[src/hw/rtl/qkd_pkg.sv]
// Package for the quadrature knob and key decoder.
// Holds the payload and configuration types, the operation and register codes,
// and the quadrature transition table. No dependencies.
`default_nettype none

package qkd_pkg;

    // Operation codes of an input item.
    localparam logic OpSample = 1'b0;
    localparam logic OpPoll   = 1'b1;

    // Configuration register indexes.
    localparam int unsigned CfgIndexW = 1;
    localparam logic [CfgIndexW-1:0] RegIdleTimeout    = 1'd0;
    localparam logic [CfgIndexW-1:0] RegStepsPerDetent = 1'd1;
    localparam int unsigned CfgDataW = 16;

    // Reset values of the configuration registers.
    localparam logic [15:0] IdleTimeoutReset    = 16'd200;
    localparam logic [2:0]  StepsPerDetentReset = 3'd2;

    typedef struct packed {
        logic        operation;
        logic        knob_a;
        logic        knob_b;
        logic [31:0] now_tick;
        logic        display_awake;
        logic        left_pin;
        logic        right_pin;
        logic        power_pin;
    } item_t;

    typedef struct packed {
        logic left_pressed;
        logic right_pressed;
        logic key_up;
        logic knob_down;
        logic key_ok;
    } result_t;

    typedef struct packed {
        logic [15:0] idle_timeout;
        logic [2:0]  steps_per_detent;
    } cfg_t;

    // Sub-step for each (previous AB, current AB) pair, indexed {prev, cur}.
    typedef logic signed [1:0] sub_step_t;
    localparam sub_step_t QuadTable [16] = '{
         2'sd0,  2'sd1, -2'sd1,  2'sd0,
        -2'sd1,  2'sd0,  2'sd0,  2'sd1,
         2'sd1,  2'sd0,  2'sd0, -2'sd1,
         2'sd0, -2'sd1,  2'sd1,  2'sd0
    };

endpackage

`default_nettype wire

[src/hw/rtl/qkd_item_if.sv]
// Input item channel of the quadrature knob and key decoder.
// Depends on qkd_pkg for the item type.
`default_nettype none

interface qkd_item_if;
    logic          valid;
    logic          ready;
    qkd_pkg::item_t data;

    modport source (output valid, output data, input ready);
    modport sink   (input valid, input data, output ready);
endinterface

`default_nettype wire

[src/hw/rtl/qkd_result_if.sv]
// Result item channel of the quadrature knob and key decoder.
// Depends on qkd_pkg for the result type.
`default_nettype none

interface qkd_result_if;
    logic             valid;
    logic             ready;
    qkd_pkg::result_t data;

    modport source (output valid, output data, input ready);
    modport sink   (input valid, input data, output ready);
endinterface

`default_nettype wire

[src/hw/rtl/qkd_cfg_if.sv]
// Configuration write channel of the quadrature knob and key decoder.
// Depends on qkd_pkg for the index and data widths.
`default_nettype none

interface qkd_cfg_if;
    logic                              valid;
    logic                              ready;
    logic [qkd_pkg::CfgIndexW-1:0]     index;
    logic [qkd_pkg::CfgDataW-1:0]      data;

    modport source (output valid, output index, output data, input ready);
    modport sink   (input valid, input index, input data, output ready);
endinterface

`default_nettype wire

[src/hw/rtl/quadrature_knob_key_decoder.sv]
// Quadrature knob and key decoder, top level.
// A poll is held in the input register, and its result is then loaded into the result register.
// Throughput: one item per cycle; a poll held in the input register waits only while the
// result register is full and not being read, and then stalls the input.
// Reset (rst_n, asynchronous, active low) clears the knob and key state and loads
// idle_timeout = 200 and steps_per_detent = 2; no clearing pass is needed.
`default_nettype none

module quadrature_knob_key_decoder (
    input  wire logic  clk,
    input  wire logic  rst_n,
    qkd_item_if.sink   item_in,
    qkd_result_if.source result_out,
    qkd_cfg_if.sink    cfg
);

    // Configuration registers. The user must write only while the block is idle;
    // the block itself does not enforce this, and the port is always ready.
    qkd_pkg::cfg_t cfg_reg;

    always_ff @(posedge clk or negedge rst_n)
    begin
        if (!rst_n)
        begin
            cfg_reg.idle_timeout     <= qkd_pkg::IdleTimeoutReset;
            cfg_reg.steps_per_detent <= qkd_pkg::StepsPerDetentReset;
        end
        else if (cfg.valid)
        begin
            unique case (cfg.index)
                qkd_pkg::RegIdleTimeout:
                begin
                    cfg_reg.idle_timeout <= cfg.data;
                end
                qkd_pkg::RegStepsPerDetent:
                begin
                    cfg_reg.steps_per_detent <= cfg.data[2:0];
                end
                default:
                begin
                    cfg_reg <= cfg_reg;
                end
            endcase
        end
    end

    assign cfg.ready = 1'b1;

    // Input register. The held item is processed in the following cycle: a
    // sample always retires, a poll retires once the result register has
    // room. A new transfer is taken whenever the held item retires, so items
    // stream at one per cycle while results keep being taken.
    logic           in_valid_reg;
    qkd_pkg::item_t in_item_reg;
    logic           keys_can_accept;
    logic           in_retire;
    logic           is_poll;

    assign is_poll   = (in_item_reg.operation == qkd_pkg::OpPoll);
    assign in_retire = in_valid_reg && (!is_poll || keys_can_accept);
    assign item_in.ready = !in_valid_reg || in_retire;

    always_ff @(posedge clk or negedge rst_n)
    begin
        if (!rst_n)
        begin
            in_valid_reg <= 1'b0;
        end
        else if (item_in.ready)
        begin
            in_valid_reg <= item_in.valid;
        end
    end

    always_ff @(posedge clk)
    begin
        if (item_in.ready && item_in.valid)
        begin
            in_item_reg <= item_in.data;
        end
    end

    // Knob path: samples update the sub-step accumulator and detent count.
    logic [7:0] detent_count;

    qkd_knob u_knob (
        .clk          (clk),
        .rst_n        (rst_n),
        .sample_en    (in_retire && !is_poll),
        .knob_a       (in_item_reg.knob_a),
        .knob_b       (in_item_reg.knob_b),
        .now_tick     (in_item_reg.now_tick),
        .cfg          (cfg_reg),
        .detent_count (detent_count)
    );

    // Key path: polls read the detent count left by all earlier samples and
    // load the result register.
    qkd_keys u_keys (
        .clk           (clk),
        .rst_n         (rst_n),
        .poll_en       (in_retire && is_poll),
        .detent_count  (detent_count),
        .display_awake (in_item_reg.display_awake),
        .left_pin      (in_item_reg.left_pin),
        .right_pin     (in_item_reg.right_pin),
        .power_pin     (in_item_reg.power_pin),
        .can_accept    (keys_can_accept),
        .result_valid  (result_out.valid),
        .result_ready  (result_out.ready),
        .result        (result_out.data)
    );

endmodule

`default_nettype wire

[src/hw/rtl/qkd_knob.sv]
// Knob accumulator: turns quadrature pin samples into a wrapping detent count.
// Depends on qkd_pkg for the transition table and configuration type.
`default_nettype none

module qkd_knob (
    input  wire logic          clk,
    input  wire logic          rst_n,
    input  wire logic          sample_en,
    input  wire logic          knob_a,
    input  wire logic          knob_b,
    input  wire logic [31:0]   now_tick,
    input  wire qkd_pkg::cfg_t cfg,
    output logic [7:0]         detent_count
);

    logic [1:0]        prev_ab_reg;
    logic [1:0]        prev_ab_next;
    logic signed [3:0] sum_reg;
    logic signed [3:0] sum_next;
    logic [7:0]        detent_reg;
    logic [7:0]        detent_next;
    logic [31:0]       last_move_reg;
    logic [31:0]       last_move_next;

    logic [1:0]           cur_ab;
    qkd_pkg::sub_step_t   delta;
    logic [31:0]          elapsed;
    logic signed [4:0]    base;
    logic signed [4:0]    acc;
    logic signed [4:0]    limit;

    always_comb
    begin
        cur_ab         = {knob_a, knob_b};
        delta          = qkd_pkg::QuadTable[{prev_ab_reg, cur_ab}];
        elapsed        = now_tick - last_move_reg;
        // Partial sub-steps are dropped after a long enough pause.
        base           = (elapsed > {16'd0, cfg.idle_timeout}) ? 5'sd0
                                                               : 5'(sum_reg);
        acc            = base + 5'(delta);
        limit          = $signed({2'b00, cfg.steps_per_detent});
        prev_ab_next   = prev_ab_reg;
        sum_next       = sum_reg;
        detent_next    = detent_reg;
        last_move_next = last_move_reg;
        if (sample_en)
        begin
            prev_ab_next = cur_ab;
            if (delta != 2'sd0)
            begin
                last_move_next = now_tick;
                if (acc >= limit)
                begin
                    detent_next = detent_reg + 8'd1;
                    sum_next    = 4'sd0;
                end
                else if (acc <= -limit)
                begin
                    detent_next = detent_reg - 8'd1;
                    sum_next    = 4'sd0;
                end
                else
                begin
                    sum_next = acc[3:0];
                end
            end
        end
    end

    always_ff @(posedge clk or negedge rst_n)
    begin
        if (!rst_n)
        begin
            prev_ab_reg   <= 2'd0;
            sum_reg       <= 4'sd0;
            detent_reg    <= 8'd0;
            last_move_reg <= 32'd0;
        end
        else
        begin
            prev_ab_reg   <= prev_ab_next;
            sum_reg       <= sum_next;
            detent_reg    <= detent_next;
            last_move_reg <= last_move_next;
        end
    end

    assign detent_count = detent_reg;

endmodule

`default_nettype wire

[src/hw/rtl/qkd_keys.sv]
// Key reporter: answers polls with button levels and one-poll knob presses,
// and holds the result register. Depends on qkd_pkg for the result type.
`default_nettype none

module qkd_keys (
    input  wire logic             clk,
    input  wire logic             rst_n,
    input  wire logic             poll_en,
    input  wire logic [7:0]       detent_count,
    input  wire logic             display_awake,
    input  wire logic             left_pin,
    input  wire logic             right_pin,
    input  wire logic             power_pin,
    output logic                  can_accept,
    output logic                  result_valid,
    input  wire logic             result_ready,
    output qkd_pkg::result_t      result
);

    logic             press_held_reg;
    logic             press_held_next;
    logic [7:0]       reported_reg;
    logic [7:0]       reported_next;
    logic             out_valid_reg;
    logic             out_valid_next;
    qkd_pkg::result_t out_data_reg;
    qkd_pkg::result_t out_data_next;

    logic [7:0] diff;

    always_comb
    begin
        diff            = detent_count - reported_reg;
        press_held_next = press_held_reg;
        reported_next   = reported_reg;
        out_valid_next  = out_valid_reg && !result_ready;
        out_data_next   = out_data_reg;
        if (poll_en)
        begin
            out_valid_next              = 1'b1;
            out_data_next.left_pressed  = ~left_pin;
            out_data_next.right_pressed = ~right_pin;
            out_data_next.key_ok        = ~power_pin;
            out_data_next.key_up        = 1'b0;
            out_data_next.knob_down     = 1'b0;
            if (press_held_reg)
            begin
                press_held_next = 1'b0;
            end
            else if (diff != 8'd0)
            begin
                reported_next = detent_count;
                if (display_awake)
                begin
                    // The sign of the modular difference gives the direction.
                    out_data_next.knob_down = ~diff[7];
                    out_data_next.key_up    = diff[7];
                    press_held_next         = 1'b1;
                end
            end
        end
    end

    always_ff @(posedge clk or negedge rst_n)
    begin
        if (!rst_n)
        begin
            press_held_reg <= 1'b0;
            reported_reg   <= 8'd0;
            out_valid_reg  <= 1'b0;
        end
        else
        begin
            press_held_reg <= press_held_next;
            reported_reg   <= reported_next;
            out_valid_reg  <= out_valid_next;
        end
    end

    always_ff @(posedge clk)
    begin
        out_data_reg <= out_data_next;
    end

    assign can_accept   = !out_valid_reg || result_ready;
    assign result_valid = out_valid_reg;
    assign result       = out_data_reg;

endmodule

`default_nettype wire
[src/flat_wrapper.sv]
// flat-port wrapper written by rule: the top's interface ports become plain ports
module quadrature_knob_key_decoder_flat 
  (clk, rst_n, item_in_valid, item_in_data, item_in_ready, result_out_valid, result_out_data, result_out_ready, cfg_valid, cfg_index, cfg_data, cfg_ready);
  qkd_item_if item_in_i ();
  qkd_result_if result_out_i ();
  qkd_cfg_if cfg_i ();
  input  wire logic clk;
  input  wire logic rst_n;
  input wire logic [$bits(item_in_i.valid)-1:0] item_in_valid;
  input wire logic [$bits(item_in_i.data)-1:0] item_in_data;
  output wire logic [$bits(item_in_i.ready)-1:0] item_in_ready;
  output wire logic [$bits(result_out_i.valid)-1:0] result_out_valid;
  output wire logic [$bits(result_out_i.data)-1:0] result_out_data;
  input wire logic [$bits(result_out_i.ready)-1:0] result_out_ready;
  input wire logic [$bits(cfg_i.valid)-1:0] cfg_valid;
  input wire logic [$bits(cfg_i.index)-1:0] cfg_index;
  input wire logic [$bits(cfg_i.data)-1:0] cfg_data;
  output wire logic [$bits(cfg_i.ready)-1:0] cfg_ready;
  assign item_in_i.valid = item_in_valid;
  assign item_in_i.data = item_in_data;
  assign item_in_ready = item_in_i.ready;
  assign result_out_valid = result_out_i.valid;
  assign result_out_data = result_out_i.data;
  assign result_out_i.ready = result_out_ready;
  assign cfg_i.valid = cfg_valid;
  assign cfg_i.index = cfg_index;
  assign cfg_i.data = cfg_data;
  assign cfg_ready = cfg_i.ready;
  quadrature_knob_key_decoder u_core (.clk(clk), .rst_n(rst_n), .item_in(item_in_i), .result_out(result_out_i), .cfg(cfg_i));
endmodule
[config.mk]
export PLATFORM = sky130hd
export DESIGN_NAME = quadrature_knob_key_decoder_flat
export DESIGN_NICKNAME = d
export VERILOG_FILES = /design/src/hw/rtl/qkd_pkg.sv /design/src/hw/rtl/qkd_item_if.sv /design/src/hw/rtl/qkd_result_if.sv /design/src/hw/rtl/qkd_cfg_if.sv /design/src/hw/rtl/quadrature_knob_key_decoder.sv /design/src/hw/rtl/qkd_knob.sv /design/src/hw/rtl/qkd_keys.sv /design/src/flat_wrapper.sv
export SDC_FILE = /design/constraint.sdc
export NUM_CORES = 1
export LEC_CHECK = 0
export BUFFER_PORTS_ARGS = -buffer_cell sky130_fd_sc_hd__buf_2
export CAP_MARGIN = 20
export CORE_MARGIN = 1
export CORE_UTILIZATION = 40
export CTS_CLUSTER_DIAMETER = 60
export DETAILED_ROUTE_END_ITERATION = 8
export PLACE_DENSITY = 0.57
export SLEW_MARGIN = 20
export SYNTH_ARGS = -nofsm -noshare
export SYNTH_HDL_FRONTEND = slang
export SYNTH_SLANG_ARGS = --single-unit
[constraint.sdc]
create_clock -name clk -period 8.75 [get_ports clk]
set_input_delay 0.4375 -clock clk [delete_from_list [all_inputs] [get_ports clk]]
set_output_delay 0.4375 -clock clk [all_outputs]
set_load 0.01 [all_outputs]
==> results of run 1 <==
## worst max-delay path: cells and delay by family, from the launching register on
| family | cells | cell delay [ps] |
|---|---|---|
| and+or+nand+nor | 12 | 2410 |
| AOI/OAI and AO/OA | 11 | 2230 |
| adders and majority gates | 6 | 2030 |
| xor gates and xnor gates | 3 | 530 |
| DFF | 1 | 380 |
## per-stage QoR
stage	area, um^2	instances	util (%)	hold WS (ps)	worst slack [ps]
CTS	8860	1065	47.2	170	1130
detailed placement	8260	1033	44.0	490	1160
floorplan	7670	747	-	142	1940
global placement	8260	1033	44.0	475	1450
finish	8860	1065	47.2	61.1	1050
global route	8860	1065	47.2	109	403
## power breakdown
part	switching [W]	leakage, nW	total [W]	internal [W]
sequential	0.0000843	1.33	0.000816	0.000732
clock	0.000265	0.293	0.000702	0.000437
combinational	0.000876	2.40	0.00156	0.000686
total	0.00123	4.02	0.00308	0.00185
## logic make-up (layout without fill, tap and decap cells)
kind of cell / after synthesis / after routing / synth area share, %
flops: 120 / 120 / 42.1
fa+ha+maj: 81 / 81 / 13.6
mux: 56 / 56 / 8.28
simple gates: 181 / 181 / 12.3
other cells: 1 / 1 / 0.0489
xor+xnor: 37 / 37 / 4.22
buf+inv: 93 / 177 / 4.68
compound gates: 178 / 178 / 14.8
## cells in the final DEF, fill, tap and decap left out, types with 12 or more instances in the layout
master | Yosys | routed
xnor2_1 | 25 | 25
mux2_2 | 48 | 48
ha_1 | 77 | 77
a21oi_1 | 49 | 49
nor2_1 | 33 | 33
o21ai_0 | 49 | 49
inv_1 | 76 | 76
dfrtp_1 | 72 | 72
clkbuf_16 | 0 | 21
nor3_1 | 12 | 12
nand2b_1 | 12 | 12
xor2_1 | 12 | 12
nand2_1 | 57 | 57
edfxtp_1 | 44 | 44
buf_2 | 5 | 66
## final cells by class
class | count | share of cell area, %
clock buffer | 24 | 6.17
timing repair buffer | 69 | 4.02
multi-input combinational | 534 | 46.3
clock inverter | 8 | 0.607
sequential | 120 | 36.4
inverter | 76 | 3.22
tap | 234 | 3.30
## per-layer routing
| layer | track usage, % | vias to the layer above |
|---|---|---|
| met5 | 0 | - |
| met4 | 5.38 | 0 |
| met3 | 4.34 | 21 |
| met2 | 28.9 | 112 |
| met1 | 23.9 | 2737 |
| li1 | - | 2848 |
## final timing paths
kind,from,to,slack [ps],depth (start not counted)
worst max-delay path,u_core.in_item_reg[16],u_core.u_knob.detent_count[7],1050,32
worst min-delay path,rst_n,u_core.u_knob.last_move_reg[28],60,1
worst max register to register,u_core.in_item_reg[16],u_core.u_knob.detent_count[7],1050,32
worst min register to register,u_core.u_keys.press_held_reg,u_core.u_keys.press_held_reg,500,2
max in group asynchronous,rst_n,u_core.cfg_reg[14],8190,1
min in group clk,item_in_data[20],u_core.in_item_reg[20],180,1
==> impl_metrics.ini, run 1 <==
[outcome]
run_status = finished, final reports clean

[timing]
relSlewSlack_pct = 32.6
period_share_pct = 88.1
slew_violations = 0
clock_skew_ps = 8.74
clock.fmax_mhz = 130
finalSetupTns_ps = 0
setup_viol = 0
final-hold-violation-count = 0
rsz0062_at_grt = no
tightestPinTransition_ps = 1010
layout_min_cycle_time_ps = 7700

[power]
power_density_nw_per_um2 = 347
p_leak_nw = 4.02
max-vdd-ir-drop_v = 0.000145
finalPower_w = 0.00308

[floorplanning]
num_rows = 50
core_um2 = 18800
dieHeight_um = 141
fp.dieArea_um2 = 19700
die_x_um = 141
io_pins = 69
start_util_pct = 40.9

[layout]
diodes = 0
register_area_um2 = 3230
nets = 960
multi_input_area_um2 = 4100
drive_above_1_share_pct = 20.2
fill_cells = 1753
area_growth_pct = 15.5
largest_reg_flops = 38

[logic_synthesis]
synth_commonest_cells = ha_1, inv_1, dfrtp_1, nand2_1
synth-seq-area-share_pct = 42.1
yosysTopAreaCellShare_pct = 23.5
yosys_warnings = 0
ys_ff_latch = 120
synthFlopType = dfrtp_1
synth.avg_cell_area_um2 = 10.3
synth_nets = 889
yosys.area.top_type = dfrtp_1
synthTopCellsByArea = dfrtp_1, edfxtp_1, ha_1, mux2_2, inv_1
synth_cells = 747
syn_area_um2 = 7670
yosysMostFrequentCell = ha_1
synth_cell_types = 66
synth_edf_count = 44
synthArstFlopShare_pct = 63.3

[clock_tree]
cts-root-buf = clkbuf_16
h-tree-depth = 4
clk_path_buf_depth = 2
cts_tree = built
cts_hold_buf = 0
cts_num_sinks = 120
cts_setup_buffers = 0
cts_made_buffers = 17
clk_pin_slew_ps = 60
post_cts_resized = 0
clk_latency_ps = 430

[critical_path]
cpPeakStageDelay_ps = 490
arrival_ps = 8020
cp_max_fo = 9
cp-end-kind = register
worst_path_max_delay_cell = ha_1
cp_common_cell = ha_1
required_ps = 9060
crit_type = reg2reg
start_kind = register

[routing]
ant_nets = 0
wl_um = 16500
dr_wl_met3_um = 555
num_vias = 5718
drt-initial-drc-count = 382
wl_met1_um = 8230
routedWlPerCell_um = 15.5
drc = 0
via_per_inst = 5.37
maxUsedRoutingLayer = met4
drt_pass1_iterations = 6
route.met2.wl_um = 7540

[flow_run]
cap_viol_max_count = 0

[placed_design]
post-dp-hpwl_um = 12300
place.gp.congestion = 0.867
port_buffers = 67

[min_path]
hold_class = in2async

[grt]
overflow = 0
antenna_found_initial = 0
grt_start_max_net_pins = 77
grt_usage_pct = 17.9
grt_pass1_wl_um = 27900
grt_pass1_vias = 5798
Note: power is estimated with default switching activity, not from simulation.
==> run 2, diff against run 1 <==
- CORE_ASPECT_RATIO: unset -> 0.9
- PLACE_DENSITY: 0.57 -> unset
- PLACE_DENSITY_LB_ADDON: unset -> 0.25
- REMOVE_ABC_BUFFERS: unset -> 1
==> impl_metrics.ini, run 2 (synthesized netlist as in run 1, its figures left out) <==
[outcome]
run_status = finished, final reports clean

[routing]
ant_nets = 0
drt_pass1_iterations = 5
via_per_inst = 5.20
routedWlPerCell_um = 14.9
wl_um = 16000
drt-initial-drc-count = 342
drc = 0
num_vias = 5594

[layout]
fill_cells = 1752
area_growth_pct = 15.4
drive_above_1_share_pct = 20.5
diodes = 0
layout_common_cells = ha_1, inv_1, dfrtp_1
nets = 960
layout_commonest_cell = ha_1
multi_input_area_um2 = 4100
register_area_um2 = 3230
largest_reg_flops = 38

[floorplanning]
start_util_pct = 41.3
dieHeight_um = 133
die_x_um = 148
num_rows = 47
fp.dieArea_um2 = 19700
io_pins = 69
core_um2 = 18600

[power]
p_leak_nw = 4.01
power_density_nw_per_um2 = 344
max-vdd-ir-drop_v = 0.000130

[timing]
whs_ps = 30.1
finalSetupTns_ps = 0
final-hold-violation-count = 0
slew_violations = 0
setup_viol = 0
period_share_pct = 85.2
relSlewSlack_pct = 35.3
tightestPinTransition_ps = 966
clock.fmax_mhz = 134
clock_skew_ps = 7.30
rsz0062_at_grt = no
layout_min_cycle_time_ps = 7450

[clock_tree]
h-tree-depth = 4
post_cts_resized = 0
clk_pin_slew_ps = 60
clk_path_buf_depth = 2
clk_latency_ps = 420
cts_num_sinks = 120
cts-root-buf = clkbuf_16
cts_hold_buf = 0
cts_tree = built
cts_setup_buffers = 0
cts_made_buffers = 17

[placed_design]
post-dp-hpwl_um = 11800
port_buffers = 67
place.gp.congestion = 0.915

[critical_path]
cpPeakStageDelay_ps = 510
cp_max_fo = 9
worst_path_max_delay_cell = ha_1
crit_buf_inv = 0
critPathTopFamily = simple AND/OR/NAND/NOR gates
cp-end-kind = register
arrival_ps = 7770
crit_type = reg2reg
cp_common_cell = ha_1
required_ps = 9060
start_kind = register

[min_path]
hold_class = in2async

[grt]
grt_pass1_vias = 5368
overflow = 0
grt_start_max_net_pins = 77
grt_pass1_wl_um = 27000
antenna_found_initial = 0
grt_usage_pct = 17.5

[flow_run]
cap_viol_max_count = 0
## run 2: cell count changes in the layout (fill, tap and decap cells not counted), sizes merged
| cell | delta |
|---|---|
| clkinv | -5 |
| inv | +11 |
| clkbuf | -6 |
## run 2: worst paths after layout
path                                           startpoint                        endpoint  slack, ps  depth (start not counted)
setup / recovery                   u_core.in_item_reg[16]   u_core.u_knob.detent_count[7]       1300                         32
hold / removal                                      rst_n    u_core.u_keys.press_held_reg         30                          1
setup reg to reg                   u_core.in_item_reg[16]   u_core.u_knob.detent_count[7]       1300                         32
hold reg to reg            u_core.u_knob.last_move_reg[0]  u_core.u_knob.last_move_reg[0]        500                          2
max in group asynchronous                           rst_n        u_core.u_knob.sum_reg[2]       8170                          1
min in group clk                          item_in_data[3]           u_core.in_item_reg[3]        180                          1
## run 2: layer usage
metal / GRT usage [%] / vias to the layer above / part of all wire [%] / wire, um
met4: 4.41 / 0 / 0.92 / 147
li1: - / 2844 / - / -
met1: 26.3 / 2619 / 53 / 8430
met2: 24.9 / 118 / 42 / 6660
met5: 0 / - / 0 / 0
met3: 4.42 / 13 / 4.9 / 779
## run 2: stage by stage
| step | setup slack, ps | total power (W) | instance area [um^2] | instances | util, % |
|---|---|---|---|---|---|
| floorplan | 1910 | 0.00203 | 7600 | 730 | - |
| global placement | 1500 | 0.00235 | 8270 | 1044 | 44.5 |
| detailed placement | 1290 | 0.00236 | 8270 | 1044 | 44.5 |
| CTS | 1260 | 0.00307 | 8850 | 1076 | 47.6 |
| global route | 685 | 0.00331 | 8850 | 1076 | 47.7 |
| finish | 1300 | 0.00305 | 8850 | 1076 | 47.7 |
## run 2: report_power, final
part | internal, W | switching [W] | total, W
clock network | 0.000391 | 0.000292 | 0.000683
registers | 0.000732 | 0.0000830 | 0.000815
logic | 0.000685 | 0.000866 | 0.00155
total | 0.00181 | 0.00124 | 0.00305
## run 2: final cells by class
cell class	count	share of cell area [%]
sequential	120	36.5
clock buffer	18	5.09
clock inverter	14	1.41
multi-input combinational	534	46.3
timing repair buffer	69	4.03
inverter	76	3.22
tap	245	3.46
==> run 3, diff against run 2 <==
- BUFFER_PORTS_ARGS: -buffer_cell sky130_fd_sc_hd__buf_2 -> -buffer_cell sky130_fd_sc_hd__buf_4
==> impl_metrics.ini, run 3 (synthesized netlist as in run 1, its figures left out) <==
[outcome]
run_status = finished, final reports clean

[clock_tree]
clk_latency_ps = 420
clk_pin_slew_ps = 60
cts_setup_buffers = 0
h-tree-depth = 4
cts-root-buf = clkbuf_16
cts_hold_buf = 0
cts_num_sinks = 120
post_cts_resized = 0
clk_path_buf_depth = 2
cts_tree = built
cts_made_buffers = 17

[timing]
setup_viol = 0
final-hold-violation-count = 0
layout_min_cycle_time_ps = 7410
slew_violations = 0
finalSetupTns_ps = 0
clock_skew_ps = 10.8
relSlewSlack_pct = 35.8
tightestPinTransition_ps = 959
whs_ps = 26.0
rsz0062_at_grt = no
clock.fmax_mhz = 135
period_share_pct = 84.7

[floorplanning]
io_pins = 69
num_rows = 47
dieHeight_um = 133
die_x_um = 148
fp.dieArea_um2 = 19700
core_um2 = 18600
start_util_pct = 41.3

[layout]
largest_reg_flops = 38
final_core_util_pct = 48.7
layout_common_cells = ha_1, inv_1, dfrtp_1
area_growth_pct = 18.0
drive_above_1_share_pct = 20.3
multi_input_area_um2 = 4100
layout_commonest_cell = ha_1
register_area_um2 = 3230
fill_cells = 1715
nets = 960

[routing]
wl_um = 15900
routedWlPerCell_um = 14.8
drc = 0
via_per_inst = 5.22
num_vias = 5622
drt_pass1_iterations = 5
drt-initial-drc-count = 384
ant_nets = 0

[grt]
overflow = 0
grt_pass1_wl_um = 27000
grt_pass1_vias = 5387
grt_start_max_net_pins = 77
antenna_found_initial = 0
grt_usage_pct = 17.5

[power]
max-vdd-ir-drop_v = 0.000159
p_leak_nw = 4.08
power_density_nw_per_um2 = 341

[flow_run]
cap_viol_max_count = 0

[critical_path]
cp-end-kind = register
start_kind = register
required_ps = 9050
cpPeakStageDelay_ps = 530
arrival_ps = 7720
crit_type = reg2reg
cp_max_fo = 9
worst_path_max_delay_cell = fa_1

[placed_design]
post-dp-hpwl_um = 11800
place.gp.congestion = 0.932
port_buffers = 67

[min_path]
hold_class = in2async
run 3: cell count changes in the layout (fill, tap and decap cells not counted), sizes merged:
cell and change:
diode +1, clkinvlp +1, inv -8, clkbuf +1, bufinv +2, clkinv +4
run 3: metal layers:
layer  part of all wire, %  track usage, %  vias to the layer above
met1                    52            25.7                     2632
met3                   5.4            3.87                       16
met2                    41            25.1                      135
li1                      -               -                     2839
met5                     0               0                        -
met4                   1.5            5.96                        0
run 3: power breakdown:
| part | internal [W] | total [W] | switching [W] |
|---|---|---|---|
| clock | 0.000445 | 0.000712 | 0.000267 |
| combinational | 0.000693 | 0.00156 | 0.000865 |
| sequential | 0.000732 | 0.000815 | 0.0000832 |
run 3: final timing paths:
| check | startpoint | end | slack (ps) | cells past startpoint |
|---|---|---|---|---|
| max reg2reg | u_core.in_item_reg[16] | u_core.u_knob.detent_count[7] | 1340 | 31 |
| min in group clk | item_in_data[11] | u_core.in_item_reg[11] | 190 | 1 |
| max | u_core.in_item_reg[16] | u_core.u_knob.detent_count[7] | 1340 | 31 |
| min reg2reg | u_core.u_knob.last_move_reg[19] | u_core.u_knob.last_move_reg[19] | 500 | 1 |
| max in group asynchronous | rst_n | u_core.u_knob.detent_count[2] | 8170 | 1 |
| min | rst_n | u_core.u_keys.press_held_reg | 30 | 1 |
run 3: stage by stage:
step                      cell area, um^2  total power, W  setup WS (ps)  cells
after detailed placement             8440         0.00237           1310   1044
after floorplan                      7600         0.00203           1910    730
after global placement               8440         0.00236           1460   1044
after global routing                 9050         0.00336            687   1076
final                                9050         0.00309           1340   1077
after CTS                            9040         0.00310           1270   1076
run 3: cell type report:
| cell class | count | share of cell area, % |
|---|---|---|
| Timing Repair Buffer | 69 | 5.76 |
| Tap cell | 245 | 3.39 |
| Inverter | 76 | 3.15 |
| Antenna cell | 1 | 0.0276 |
| Clock inverter | 13 | 1.56 |
| Sequential cell | 120 | 35.7 |
| Clock buffer | 19 | 5.13 |
| Multi-Input combinational cell | 534 | 45.3 |
run 3: critical path: cells and delay by family, from the launching register on:
kind,cells,cell delay [ps]
xor+xnor,3,390
simple gates,13,2890
compound gates,10,1760
flops,1,390
fa+ha+maj,5,1900
